--- config.mk ---
export PLATFORM = sky130hd
export DESIGN_NAME = complementary_pitch_filter
export DESIGN_NICKNAME = d
export VERILOG_FILES = /design/src/design/cpf_pkg.sv /design/src/design/cpf_front.sv /design/src/design/cpf_queue.sv /design/src/design/cpf_back.sv /design/src/design/complementary_pitch_filter.sv
export SDC_FILE = /design/constraint.sdc
export NUM_CORES = 2
export LEC_CHECK = 0
export ABC_AREA = 1
export BUFFER_PORTS_ARGS = -buffer_cell sky130_fd_sc_hd__buf_2
export CELL_PAD_IN_SITES_DETAIL_PLACEMENT = 1
export CELL_PAD_IN_SITES_GLOBAL_PLACEMENT = 1
export CORE_MARGIN = 5
export CORE_UTILIZATION = 40
export CTS_BUF_LIST = sky130_fd_sc_hd__clkbuf_8 sky130_fd_sc_hd__clkbuf_16
export DETAILED_ROUTE_END_ITERATION = 8
export HOLD_SLACK_MARGIN = 0.05
export PLACE_DENSITY = 0.72
export SLEW_MARGIN = 40
export SYNTH_ARGS = -nofsm -noshare
export SYNTH_HDL_FRONTEND = slang
export SYNTH_SLANG_ARGS = --single-unit
export TNS_END_PERCENT = 10
--- constraint.sdc ---
create_clock -name clk_i -period 7.45 [get_ports clk_i]
set_clock_uncertainty 0.2 [all_clocks]
set_input_delay 0.3725 -clock clk_i [delete_from_list [all_inputs] [get_ports clk_i]]
set_output_delay 0.3725 -clock clk_i [all_outputs]
set_load 0.05 [all_outputs]
--- src/design/cpf_pkg.sv ---
// Shared widths, types, register indexes and the CORDIC arctangent table.
`timescale 1ns / 1ps
`default_nettype none
package cpf_pkg;

  localparam int unsigned SampleW  = 16;
  localparam int unsigned BiasW    = 20;
  localparam int unsigned WeightW  = 16;
  localparam int unsigned GainW    = 16;
  localparam int unsigned CfgIdxW  = 2;
  localparam int unsigned CfgDataW = 20;
  localparam int unsigned RateW    = 21;
  localparam int unsigned StepW    = 26;
  localparam int unsigned PitchW   = 26;
  localparam int unsigned AngW     = 27;
  localparam int unsigned CordW    = 35;
  localparam int unsigned ProdW    = 45;
  localparam int unsigned TableLen = 24;
  localparam int unsigned LutIdxW  = 5;
  localparam int unsigned LutW     = 22;
  localparam int unsigned QDepth   = 2;

  // Half a turn, 180 degrees, in Q.16 degrees.
  localparam logic signed [AngW-1:0] HalfTurn = 27'sd11796480;

  typedef enum logic [CfgIdxW-1:0] {
    CfgBlendWeight = 2'd0,
    CfgGyroBias    = 2'd1,
    CfgRateGain    = 2'd2
  } cfg_idx_e;

  // One classified sample as it waits between the front and the back.
  typedef struct packed {
    logic signed [SampleW-1:0] ay;
    logic signed [SampleW-1:0] az;
    logic signed [StepW-1:0]   step;
  } item_t;

  // Arctangent of 2^-i in Q.16 degrees.
  function automatic logic [LutW-1:0] atan_lut(input logic [LutIdxW-1:0] idx);
    logic [LutW-1:0] val;
    case (idx)
      5'd0:    val = 22'd2949120;
      5'd1:    val = 22'd1740967;
      5'd2:    val = 22'd919879;
      5'd3:    val = 22'd466945;
      5'd4:    val = 22'd234379;
      5'd5:    val = 22'd117304;
      5'd6:    val = 22'd58666;
      5'd7:    val = 22'd29335;
      5'd8:    val = 22'd14668;
      5'd9:    val = 22'd7334;
      5'd10:   val = 22'd3667;
      5'd11:   val = 22'd1833;
      5'd12:   val = 22'd917;
      5'd13:   val = 22'd458;
      5'd14:   val = 22'd229;
      5'd15:   val = 22'd115;
      5'd16:   val = 22'd57;
      5'd17:   val = 22'd29;
      5'd18:   val = 22'd14;
      5'd19:   val = 22'd7;
      5'd20:   val = 22'd4;
      5'd21:   val = 22'd2;
      5'd22:   val = 22'd1;
      default: val = 22'd0;
    endcase
    return val;
  endfunction

endpackage
`default_nettype wire

--- src/design/cpf_front.sv ---
// Front end: takes samples, removes the gyro offset and scales the rate to a pitch step.
`timescale 1ns / 1ps
`default_nettype none
module cpf_front (
  input  wire logic                                 clk_i,
  input  wire logic                                 rst_ni,
  input  wire logic                                 in_valid_i,
  output logic                                      in_stall_o,
  input  wire logic signed [cpf_pkg::SampleW-1:0]   accel_y_i,
  input  wire logic signed [cpf_pkg::SampleW-1:0]   accel_z_i,
  input  wire logic signed [cpf_pkg::SampleW-1:0]   gyro_x_i,
  input  wire logic signed [cpf_pkg::BiasW-1:0]     gyro_bias_i,
  input  wire logic        [cpf_pkg::GainW-1:0]     gain_i,
  input  wire logic                                 q_full_i,
  output logic                                      q_push_o,
  output cpf_pkg::item_t                            q_item_o
);

  localparam int unsigned MulW = cpf_pkg::RateW + cpf_pkg::GainW + 1;

  logic                                vld_q, vld_d;
  logic signed [cpf_pkg::SampleW-1:0]  ay_q, az_q;
  logic signed [cpf_pkg::RateW-1:0]    rate_q, rate_d;
  logic signed [MulW-1:0]              prod, prod_rnd;
  logic                                accept;

  assign in_stall_o = vld_q & q_full_i;
  assign accept     = in_valid_i & ~in_stall_o;
  assign q_push_o   = vld_q & ~q_full_i;

  // Gyro sample in Q.4 less the Q.4 offset.
  assign rate_d = $signed({gyro_x_i[cpf_pkg::SampleW-1], gyro_x_i, 4'b0000})
                - $signed({gyro_bias_i[cpf_pkg::BiasW-1], gyro_bias_i});

  always_comb begin
    vld_d = vld_q;
    if (accept) begin
      vld_d = 1'b1;
    end else if (q_push_o) begin
      vld_d = 1'b0;
    end
  end

  always_ff @(posedge clk_i or negedge rst_ni) begin
    if (!rst_ni) begin
      vld_q <= 1'b0;
    end else begin
      vld_q <= vld_d;
    end
  end

  always_ff @(posedge clk_i) begin
    if (accept) begin
      ay_q   <= accel_y_i;
      az_q   <= accel_z_i;
      rate_q <= rate_d;
    end
  end

  // Step in Q.16 degrees, rounded by adding half an LSB before the floor shift.
  assign prod     = rate_q * $signed({1'b0, gain_i});
  assign prod_rnd = prod + MulW'(2048);

  assign q_item_o.ay   = ay_q;
  assign q_item_o.az   = az_q;
  assign q_item_o.step = prod_rnd[MulW-1 -: cpf_pkg::StepW];

endmodule
`default_nettype wire

--- src/design/cpf_queue.sv ---
// Short queue of classified samples between the front and the back.
`timescale 1ns / 1ps
`default_nettype none
module cpf_queue (
  input  wire logic           clk_i,
  input  wire logic           rst_ni,
  input  wire logic           push_i,
  input  wire cpf_pkg::item_t item_i,
  output logic                full_o,
  input  wire logic           pop_i,
  output logic                avail_o,
  output cpf_pkg::item_t      item_o
);

  localparam int unsigned PtrW = $clog2(cpf_pkg::QDepth);
  localparam int unsigned CntW = $clog2(cpf_pkg::QDepth + 1);

  cpf_pkg::item_t    entry_q [cpf_pkg::QDepth];
  logic [PtrW-1:0]   wr_ptr_q, rd_ptr_q;
  logic [CntW-1:0]   cnt_q;
  logic              do_push, do_pop;

  assign full_o  = (cnt_q == CntW'(cpf_pkg::QDepth));
  assign avail_o = (cnt_q != '0);
  assign do_push = push_i & ~full_o;
  assign do_pop  = pop_i & avail_o;
  assign item_o  = entry_q[rd_ptr_q];

  always_ff @(posedge clk_i or negedge rst_ni) begin
    if (!rst_ni) begin
      wr_ptr_q <= '0;
      rd_ptr_q <= '0;
      cnt_q    <= '0;
    end else begin
      if (do_push) begin
        wr_ptr_q <= wr_ptr_q + 1'b1;
      end
      if (do_pop) begin
        rd_ptr_q <= rd_ptr_q + 1'b1;
      end
      if (do_push && !do_pop) begin
        cnt_q <= cnt_q + 1'b1;
      end else if (do_pop && !do_push) begin
        cnt_q <= cnt_q - 1'b1;
      end
    end
  end

  always_ff @(posedge clk_i) begin
    if (do_push) begin
      entry_q[wr_ptr_q] <= item_i;
    end
  end

endmodule
`default_nettype wire

--- src/design/cpf_back.sv ---
// Back end: iterative CORDIC tilt, weighted blend with the pitch state and output register.
`timescale 1ns / 1ps
`default_nettype none
module cpf_back #(
  parameter int unsigned CORDIC_STEPS = 16
) (
  input  wire logic                                clk_i,
  input  wire logic                                rst_ni,
  input  wire logic                                q_avail_i,
  input  wire cpf_pkg::item_t                      q_item_i,
  output logic                                     q_pop_o,
  input  wire logic        [cpf_pkg::WeightW-1:0]  blend_weight_i,
  output logic                                     out_valid_o,
  input  wire logic                                out_stall_i,
  output logic signed      [cpf_pkg::PitchW-1:0]   pitch_estimate_o
);

  localparam int unsigned CordW  = cpf_pkg::CordW;
  localparam int unsigned AngW   = cpf_pkg::AngW;
  localparam int unsigned ProdW  = cpf_pkg::ProdW;
  localparam int unsigned PitchW = cpf_pkg::PitchW;
  localparam int unsigned ShW    = ProdW - 16;
  localparam int unsigned SampW  = cpf_pkg::SampleW;

  typedef enum logic [3:0] {
    StIdle = 4'b0001,
    StRot  = 4'b0010,
    StMul  = 4'b0100,
    StSum  = 4'b1000
  } back_state_e;

  back_state_e                     state_q, state_d;
  logic [cpf_pkg::LutIdxW-1:0]     iter_q, iter_d;
  logic signed [CordW-1:0]         x_q, x_d, y_q, y_d, x_ld, xs, ys;
  logic signed [AngW-1:0]          ang_q, ang_d, lut_ang, accel;
  logic                            zero_q, zero_d;
  logic signed [cpf_pkg::StepW-1:0] step_q, step_d;
  logic signed [ProdW-1:0]         prod_g_q, prod_a_q, acc;
  logic signed [AngW-1:0]          gyro_sum;
  logic        [cpf_pkg::WeightW:0] acc_weight;
  logic signed [ShW-1:0]           p_full;
  logic signed [PitchW-1:0]        p_sat;
  logic signed [PitchW-1:0]        pitch_q, out_q;
  logic                            out_vld_q, out_vld_d;
  logic                            out_load;

  assign q_pop_o = (state_q == StIdle) & q_avail_i;

  // Starting vector; a negative Z turns it by half a turn.
  assign x_ld = $signed({{(CordW - SampW - 16){q_item_i.az[SampW-1]}}, q_item_i.az, 16'h0000});

  assign xs      = x_q >>> iter_q;
  assign ys      = y_q >>> iter_q;
  assign lut_ang = $signed({{(AngW - cpf_pkg::LutW){1'b0}}, cpf_pkg::atan_lut(iter_q)});

  assign accel      = zero_q ? '0 : ang_q;
  assign gyro_sum   = $signed({pitch_q[PitchW-1], pitch_q})
                    + $signed({step_q[cpf_pkg::StepW-1], step_q});
  assign acc_weight = 17'h10000 - {1'b0, blend_weight_i};

  assign acc    = prod_g_q + prod_a_q + ProdW'(32768);
  assign p_full = acc[ProdW-1:16];

  // Saturate the shifted sum to the pitch range.
  always_comb begin
    if (p_full > ShW'($signed({1'b0, {(PitchW-1){1'b1}}}))) begin
      p_sat = {1'b0, {(PitchW-1){1'b1}}};
    end else if (p_full < $signed({{(ShW-PitchW+1){1'b1}}, {(PitchW-1){1'b0}}})) begin
      p_sat = {1'b1, {(PitchW-1){1'b0}}};
    end else begin
      p_sat = p_full[PitchW-1:0];
    end
  end

  assign out_load  = (state_q == StSum) & (~out_vld_q | ~out_stall_i);
  assign out_vld_d = out_load | (out_vld_q & out_stall_i);

  always_comb begin
    state_d = state_q;
    iter_d  = iter_q;
    x_d     = x_q;
    y_d     = y_q;
    ang_d   = ang_q;
    zero_d  = zero_q;
    step_d  = step_q;
    unique case (state_q)
      StIdle: begin
        if (q_pop_o) begin
          state_d = StRot;
          iter_d  = '0;
          step_d  = q_item_i.step;
          zero_d  = (q_item_i.ay == '0) && (q_item_i.az == '0);
          y_d     = $signed({{(CordW - SampW - 16){q_item_i.ay[SampW-1]}},
                             q_item_i.ay, 16'h0000});
          x_d     = x_ld;
          ang_d   = '0;
          if (q_item_i.az[SampW-1]) begin
            x_d   = -x_ld;
            y_d   = -$signed({{(CordW - SampW - 16){q_item_i.ay[SampW-1]}},
                              q_item_i.ay, 16'h0000});
            ang_d = q_item_i.ay[SampW-1] ? -cpf_pkg::HalfTurn : cpf_pkg::HalfTurn;
          end
        end
      end
      StRot: begin
        if (!y_q[CordW-1]) begin
          x_d   = x_q + ys;
          y_d   = y_q - xs;
          ang_d = ang_q + lut_ang;
        end else begin
          x_d   = x_q - ys;
          y_d   = y_q + xs;
          ang_d = ang_q - lut_ang;
        end
        iter_d = iter_q + 1'b1;
        if (iter_q == cpf_pkg::LutIdxW'(CORDIC_STEPS - 1)) begin
          state_d = StMul;
        end
      end
      StMul: begin
        state_d = StSum;
      end
      StSum: begin
        if (out_load) begin
          state_d = StIdle;
        end
      end
      default: begin
        state_d = StIdle;
      end
    endcase
  end

  always_ff @(posedge clk_i or negedge rst_ni) begin
    if (!rst_ni) begin
      state_q   <= StIdle;
      iter_q    <= '0;
      pitch_q   <= '0;
      out_vld_q <= 1'b0;
    end else begin
      state_q   <= state_d;
      iter_q    <= iter_d;
      out_vld_q <= out_vld_d;
      if (out_load) begin
        pitch_q <= p_sat;
      end
    end
  end

  always_ff @(posedge clk_i) begin
    x_q    <= x_d;
    y_q    <= y_d;
    ang_q  <= ang_d;
    zero_q <= zero_d;
    step_q <= step_d;
    if (state_q == StMul) begin
      prod_g_q <= ProdW'($signed({1'b0, blend_weight_i}) * gyro_sum);
      prod_a_q <= ProdW'($signed({1'b0, acc_weight}) * accel);
    end
    if (out_load) begin
      out_q <= p_sat;
    end
  end

  assign out_valid_o      = out_vld_q;
  assign pitch_estimate_o = out_q;

endmodule
`default_nettype wire

--- src/design/complementary_pitch_filter.sv ---
// Top level of the complementary pitch filter: configuration registers, front, queue and back.
// With no output stall a result passes the front register, the queue, the CORDIC iterations,
// the multiply and sum states and the output register once its input transaction is accepted.
// The back end works on one sample at a time in its shared CORDIC iteration loop;
// the front and queue take new samples while the back works.
// Reset clears the pitch state to zero and loads the register defaults.
`timescale 1ns / 1ps
`default_nettype none
module complementary_pitch_filter #(
  parameter int unsigned CORDIC_STEPS = 16
) (
  input  wire logic                                clk_i,
  input  wire logic                                rst_ni,
  input  wire logic                                cfg_we_i,
  input  wire logic        [cpf_pkg::CfgIdxW-1:0]  cfg_idx_i,
  input  wire logic        [cpf_pkg::CfgDataW-1:0] cfg_data_i,
  input  wire logic                                in_valid_i,
  output logic                                     in_stall_o,
  input  wire logic signed [cpf_pkg::SampleW-1:0]  accel_y_i,
  input  wire logic signed [cpf_pkg::SampleW-1:0]  accel_z_i,
  input  wire logic signed [cpf_pkg::SampleW-1:0]  gyro_x_i,
  output logic                                     out_valid_o,
  input  wire logic                                out_stall_i,
  output logic signed      [cpf_pkg::PitchW-1:0]   pitch_estimate_o
);

  logic        [cpf_pkg::WeightW-1:0] blend_weight_q;
  logic signed [cpf_pkg::BiasW-1:0]   gyro_bias_q;
  logic        [cpf_pkg::GainW-1:0]   gain_q;

  logic           q_push, q_full, q_pop, q_avail;
  cpf_pkg::item_t q_wr_item, q_rd_item;

  always_ff @(posedge clk_i or negedge rst_ni) begin
    if (!rst_ni) begin
      blend_weight_q <= 16'd64225;
      gyro_bias_q    <= -20'sd624;
      gain_q         <= 16'd5115;
    end else if (cfg_we_i) begin
      unique case (cpf_pkg::cfg_idx_e'(cfg_idx_i))
        cpf_pkg::CfgBlendWeight: blend_weight_q <= cfg_data_i[cpf_pkg::WeightW-1:0];
        cpf_pkg::CfgGyroBias:    gyro_bias_q    <= $signed(cfg_data_i[cpf_pkg::BiasW-1:0]);
        cpf_pkg::CfgRateGain:    gain_q         <= cfg_data_i[cpf_pkg::GainW-1:0];
        default: begin
        end
      endcase
    end
  end

  cpf_front u_front (
    .clk_i       (clk_i),
    .rst_ni      (rst_ni),
    .in_valid_i  (in_valid_i),
    .in_stall_o  (in_stall_o),
    .accel_y_i   (accel_y_i),
    .accel_z_i   (accel_z_i),
    .gyro_x_i    (gyro_x_i),
    .gyro_bias_i (gyro_bias_q),
    .gain_i      (gain_q),
    .q_full_i    (q_full),
    .q_push_o    (q_push),
    .q_item_o    (q_wr_item)
  );

  cpf_queue u_queue (
    .clk_i   (clk_i),
    .rst_ni  (rst_ni),
    .push_i  (q_push),
    .item_i  (q_wr_item),
    .full_o  (q_full),
    .pop_i   (q_pop),
    .avail_o (q_avail),
    .item_o  (q_rd_item)
  );

  cpf_back #(
    .CORDIC_STEPS (CORDIC_STEPS)
  ) u_back (
    .clk_i            (clk_i),
    .rst_ni           (rst_ni),
    .q_avail_i        (q_avail),
    .q_item_i         (q_rd_item),
    .q_pop_o          (q_pop),
    .blend_weight_i   (blend_weight_q),
    .out_valid_o      (out_valid_o),
    .out_stall_i      (out_stall_i),
    .pitch_estimate_o (pitch_estimate_o)
  );

endmodule
`default_nettype wire

### After elaboration in Yosys (flattened, before gate mapping)

Memories as Yosys holds them, arrays and structs flattened.
Cells that the tools add are included.

* reduce and logical (&&, ||, !) cells: 18
* multiplexer cells: 28
* shifts and indexed selects: 2
* $add $sub $neg: 19
* equality and inequality tests: 11
* $lt $le $gt $ge: 2
* multiply operators: 3
* bitwise gates (word level): 14

Operators by type and width (count)
* 2-to-1 mux 35 bit: 6
* one-hot mux 35 bit (2 select lines): 2
* 2-to-1 mux 27 bit: 5
* adder 35 bit: 2
* negator 32 -> 35 bit: 2
* >>> shifter 35 x 5 -> 35 bit: 2
* subtractor 35 bit: 2
* one-hot mux 27 bit (2 select lines): 1
* 2-to-1 mux 26 bit: 2
* adder 45 x 17 -> 45 bit (second input constant): 1
* adder 45 bit: 1
* multiplier 18 x 27 -> 45 bit: 1
* multiplier 17 x 27 -> 44 bit: 1
* adder 38 x 13 -> 38 bit (second input constant): 1
* multiplier 21 x 17 -> 38 bit: 1
* zero test 16 bit: 2
* > comparator 29 x 26 -> 1 bit (second input constant): 1
* less-than comparator 29 x 26 -> 1 bit (second input constant): 1
* adder 26 x 26 -> 27 bit: 1
* adder 27 x 23 -> 27 bit: 1
* subtractor 27 x 23 -> 27 bit: 1
* subtractor 20 x 20 -> 21 bit: 1
* subtractor 17 x 16 -> 17 bit (first input constant): 1
* one-hot mux 4 bit (4 select lines): 1
* other kinds (27): 57

* output and inout port bits: 28
* memory bits (read-only): 704
* memories: 2
* RAM bits: 116
* register bits: 386
* logic and storage cells: 121

Memory list
* (name not given): words 32, width 22, read ports 1, clocked after memory_dff 0, write ports 0, line cpf_pkg.sv:42 `case (idx)`
* u_queue.entry_q: words 2, width 58, read ports 1, clocked after memory_dff 0, write ports 1, line cpf_queue.sv:18 `cpf_pkg::item_t entry_q [cpf_pkg::QDepth];`

### Logic depth before layout (Yosys ltp)

* word-level depth: 8
* depth in mapped cells: 43
* depth with buffers taken out: 40

### Cells and area by module

From an unflattened synthesis, not the netlist that was laid out.

* cells, all modules: 10266
* area, all modules: 80773.7 µm²

Modules (own cells, without submodules)
* cpf_back: area each 57961.8 µm², times used 1, seq. area each 8079.0 µm², cells each 7657
* cpf_front: area each 16130.5 µm², times used 1, seq. area each 1616.6 µm², cells each 2041
* cpf_queue: area each 4450.5 µm², times used 1, seq. area each 3583.4 µm², cells each 335
* complementary_pitch_filter: area each 2230.9 µm², times used 1, seq. area each 1342.5 µm², cells each 233

### Worst setup path after synthesis

OpenSTA, ideal clock, no wires.

* path kind: reg2reg
* start: register u_back.state_q[1]
* end: register u_back.state_q[0]
* setup slack: -0.288 ns
* cell stages (with the launch flop): 5
* library setup time: 0.309 ns
* arrival: 7.230 ns
* cells stage by stage: dfrtp_1 -> nor2_1 -> inv_1 -> nor3_1 -> o41ai_1

* cells in the longest elaborated chain, start to end: 4
* elaborated cells on any way between the ends: 11

RTL lines
* from (decl): line cpf_back.sv:32 `back_state_e state_q, state_d;`
* from (signal assigned): line cpf_back.sv:136 `state_q <= StIdle;`
* from (signal assigned): line cpf_back.sv:141 `state_q <= state_d;`
* equality test 4 bit or equality test 4 x 1 -> 1 bit (tied branches): line cpf_back.sv:75, cpf_back.sv:86, cpf_back.sv:47
* AND 1 bit, on equally long branches: line cpf_back.sv:75, cpf_back.sv:47
* inequality test 2 x 1 -> 1 bit (no line) or inequality test 2 bit (tied branches)
* AND reduction 3 bit (no line)

Parallel ways exist; a longest one is shown, timed or not.
A chain may end at the register's enable or synchronous reset.

### Worst setup path after layout

* start: register u_back.step_q[9] (netlist name)
* end: register u_back.prod_g_q[29], data pin

* cells in the longest elaborated chain, start to end: 2

RTL lines
* from (decl): line cpf_back.sv:37 `logic signed [cpf_pkg::StepW-1:0] step_q, step_d;`
* from (signal assigned): line cpf_back.sv:155 `step_q <= step_d;`
* adder 26 x 26 -> 27 bit: line cpf_back.sv:58 `+ $signed({step_q[cpf_pkg::StepW-1], step_q});`
* multiplier 17 x 27 -> 44 bit: line cpf_back.sv:157 `prod_g_q <= ProdW'($signed({1'b0, blend_weight_i}) * gyro_sum);`
* to (signal assigned): line cpf_back.sv:157
* to (decl): line cpf_back.sv:38 `logic signed [ProdW-1:0] prod_g_q, prod_a_q, acc;`

No other way between the ends.

==> impl_metrics.csv <==
group,metric,value,unit
clock_tree,clock-sinks,501,
clock_tree,cts.clk_slew.worst_paths,0.07,ns
synthesis,syn_area,79300,sq um
worst_setup_path,worstReg2RegStart,"u_back.step_q[9]",
layout,nNetsFinal,12370,
min_path,hold_path_depth,4,
worst_setup_path,crit_path_max_fanout,4,
layout,filler_cell_count,23730,
synthesis,syn-mean-instance-area,8.010,sq um
routing,dr_total_vias,69440,
min_path,hold-path-endpoint,"blend_weight_q[13]",
synthesis,yosys_warnings,0,
global_routing,grt_usage,27.27,%
synthesis,netlist_top_cells_area,"fa_1 (30%), edfxtp_1 (15%), nand2_1 (11%), inv_1 (9.8%), ha_1 (8.9%)",
placement,routabilityCongestion,0.9494,
clock_tree,tritoncts,"yes",
layout,finalCoreUtilization,47.11,%
floorplanning,initial_core_util,40.21,%
placement,buffer_ports.inserted,102,
routing,ant_nets,0,
synthesis,postSynthRegisterBits,501,
global_routing,first_pass_grt_wire_length,440.9,mm
worst_setup_path,arrival_time_worst_endpoint,7.87,ns
job,drv.max_cap_violation_count,0,
routing,dr.pass1.iters,5,
clock_tree,clock_tree.buffer_depth,3,
synthesis,ys_seq_area_share,18.44,%
sta,finalSetupViolCount,24,
layout,register_area,14630,sq um
clock_tree,root_buffer,"clkbuf_16",
synthesis,syn_nets,11740,
global_routing,grt_pass1_vias,76720,
min_path,worst_hold_path_type,"in2reg",
sta,timing.final.hold_violations,0,
sta,relSlewSlack,42.22,%
synthesis,ys_types,70,
routing,post-route-drc-count,0,
synthesis,netlist.top_cell.by_area,"fa_1",
sta,post-route-period-util,102.6,%
global_routing,antenna_violations_before_repair,6,
worst_setup_path,path_common_cell,"fa_1",
routing,drt-vias-per-instance,5.252,
synthesis,synth_edf_count,408,
worst_setup_path,path_class,"reg2reg",
placement,dp_hpwl,235.9,mm
clock_tree,clk_latency,0.75,ns
synthesis,instance_count_of_the_mapped_netlist,9900,
sta,setup_ws,-0.1957,ns
worst_setup_path,critical-path-slowest-cell,"fa_1",
synthesis,synth_largest_type_area_fraction,30.37,%
clock_tree,numCtsBuffers,60,
sta,maximum_clock_rate,0.1308,GHz
layout,leading_cell_type_in_the_layout_fill_and_taps_excluded,"nand2_1",
sta,worst-slew-pin-transition,0.8667,ns
worst_setup_path,end_kind,"register",
worst_setup_path,r2r_setup_slack,-0.20,ns
worst_setup_path,critical-path-max-stage-delay,0.51,ns
worst_setup_path,critPathRequiredTime,7.67,ns
min_path,hold_path_startpoint,"cfg_we_i",
worst_setup_path,element_type_at_the_critical_path_start,"register",
sta,slew_violations,0,
layout,mostFrequentLayoutCells,"nand2_1 (2177), inv_1 (2022), fa_1 (1156), nor2_1 (728), buf_4 (656)",
status,violations,"setup timing",
clock_tree,htreeDepth,2,
global_routing,grt_start_max_net_pins,90,
sta,final_period_minus_worst_setup_slack,7.646,ns
sta,unrepaired_setup_endpoints_after_global_routing,"true",
worst_setup_path,critical_path.reg2reg.endpoint,"u_back.prod_g_q[29]",
routing,finalWirelength,288.3,mm
layout,area_delta_synth_final,17.17,%
layout,multiInputGateArea,57890,sq um
floorplanning,io_pins,103,
floorplanning,coreArea,197200,sq um
routing,detail_route.wl_per_cell,21.80,microns
sta,totalNegativeSetupSlack,-2.076,ns
synthesis,async_reset_ff_share,18.56,%
floorplanning,die_h,455.3,microns
layout,final_layout_size_suffix_gt1_share,15.09,%
floorplanning,die_area,207300,sq um
synthesis,synthFlopType,"edfxtp_1",
global_routing,overflow,0,
floorplanning,placementRows,163,
status,outcome,"complete, but fails checks",
floorplanning,chipWidth,455.3,microns
worst_setup_path,rr_worst_depth,31,
routing,drt_iter0_markers,4215,
## how the worst max path moves through the flow
stage                            from                  end  slack [ns]
floorplan           u_back.pitch_q[2]  u_back.prod_g_q[32]       -0.09
global placement    u_back.pitch_q[4]  u_back.prod_g_q[32]       -0.42
detailed placement  blend_weight_q[1]  u_back.prod_a_q[42]       -0.61
CTS                 u_back.pitch_q[2]  u_back.prod_g_q[41]       -0.07
global route         u_back.step_q[9]  u_back.prod_g_q[41]       -0.44
finish               u_back.step_q[9]  u_back.prod_g_q[29]       -0.20
## state kept, by name (all words and copies together) (netlist names), 21 cells and up
register / count
u_back.ang_q: 27
u_back.pitch_estimate_o: 26
u_back.pitch_q: 26
u_back.prod_a_q: 45
u_back.prod_g_q: 44
u_back.step_q: 26
u_back.x_q: 35
u_back.y_q: 35
u_front.rate_q: 21
u_queue.entry_q: 116
## timing repair
item                                    CTS  global route
setup buffers                            37            44
pin swaps                               182           210
hold buffers                             72             0
endpoints found under the setup margin   56            59
cloned                                    2             1
resized for setup                       367           295
hold endpoints to repair                177             0
## cell families after synthesis
group           Yosys count  synth area share (%)
flops                   501                 18.44
simple gates           3773                 19.41
fa+ha+maj              1764                 39.22
xor+xnor                267                 2.958
buf+inv                2444                 11.80
mux                      12                0.1515
compound gates         1139                 8.025
## critical path: cells and delay by family, from the launching register on
family                   cells  cell delay (ns)
XOR/XNOR                     1             0.16
adder cells (fa/ha/maj)      8             3.52
AO/OA/AOI/OAI                9             1.56
buffers and inverters       10             1.00
AND/OR/NAND/NOR              3             0.46
flip-flops                   1             0.42
## Yosys cell counts (27+ instances only)
cell,number
a21o_1,27
dfstp_2,34
nor3_1,59
nor2_1,795
a31oi_1,45
nand2_1,2269
xor2_1,159
xnor2_1,107
nand2_2,35
ha_1,561
edfxtp_1,408
inv_1,2079
fa_1,1203
o21a_1,33
a21oi_1,471
clkbuf_1,219
o21ai_0,373
buf_2,57
or2_2,51
o211ai_1,44
o21ai_1,41
nand4_1,51
dfrtp_1,59
nand3_1,452
## per-layer routing
| layer | up-vias | part of all wire, % | track usage (%) |
|---|---|---|---|
| li1 | 31730 | - | - |
| met1 | 35460 | 40 | 33.76 |
| met2 | 1724 | 49 | 47.70 |
| met3 | 530 | 5.2 | 4.095 |
| met4 | 2 | 4.9 | 11.12 |
| met5 | - | 0.0045 | 0 |
## per-stage QoR
stage / cell area, sq um / worst slack [ns] / hold slack (ns) / std cells
6_report: 92920 / -0.1957 / 0.1014 / 13220
4_1_cts: 91500 / -0.07234 / 0.05267 / 13180
3_5_place_dp: 86800 / -0.6139 / 0.1378 / 12960
2_1_floorplan: 79300 / -0.08745 / -0.1231 / 9900
5_1_grt: 92910 / -0.4406 / 0.09197 / 13220
3_3_place_gp: 86770 / -0.4207 / 0.1282 / 12960
## area by class of cell
| type | count | area share [%] |
|---|---|---|
| antenna | 3 | 0.008080 |
| clock buffer | 62 | 1.658 |
| clock inverter | 48 | 0.5454 |
| inverter | 2125 | 8.646 |
| multi-input combinational | 6955 | 62.30 |
| sequential | 501 | 15.75 |
| tap | 2640 | 3.555 |
| timing repair buffer | 889 | 7.544 |
Power is not shown: default switching activity piles up to over one toggle a cycle in this logic, so the estimate is an artifact.
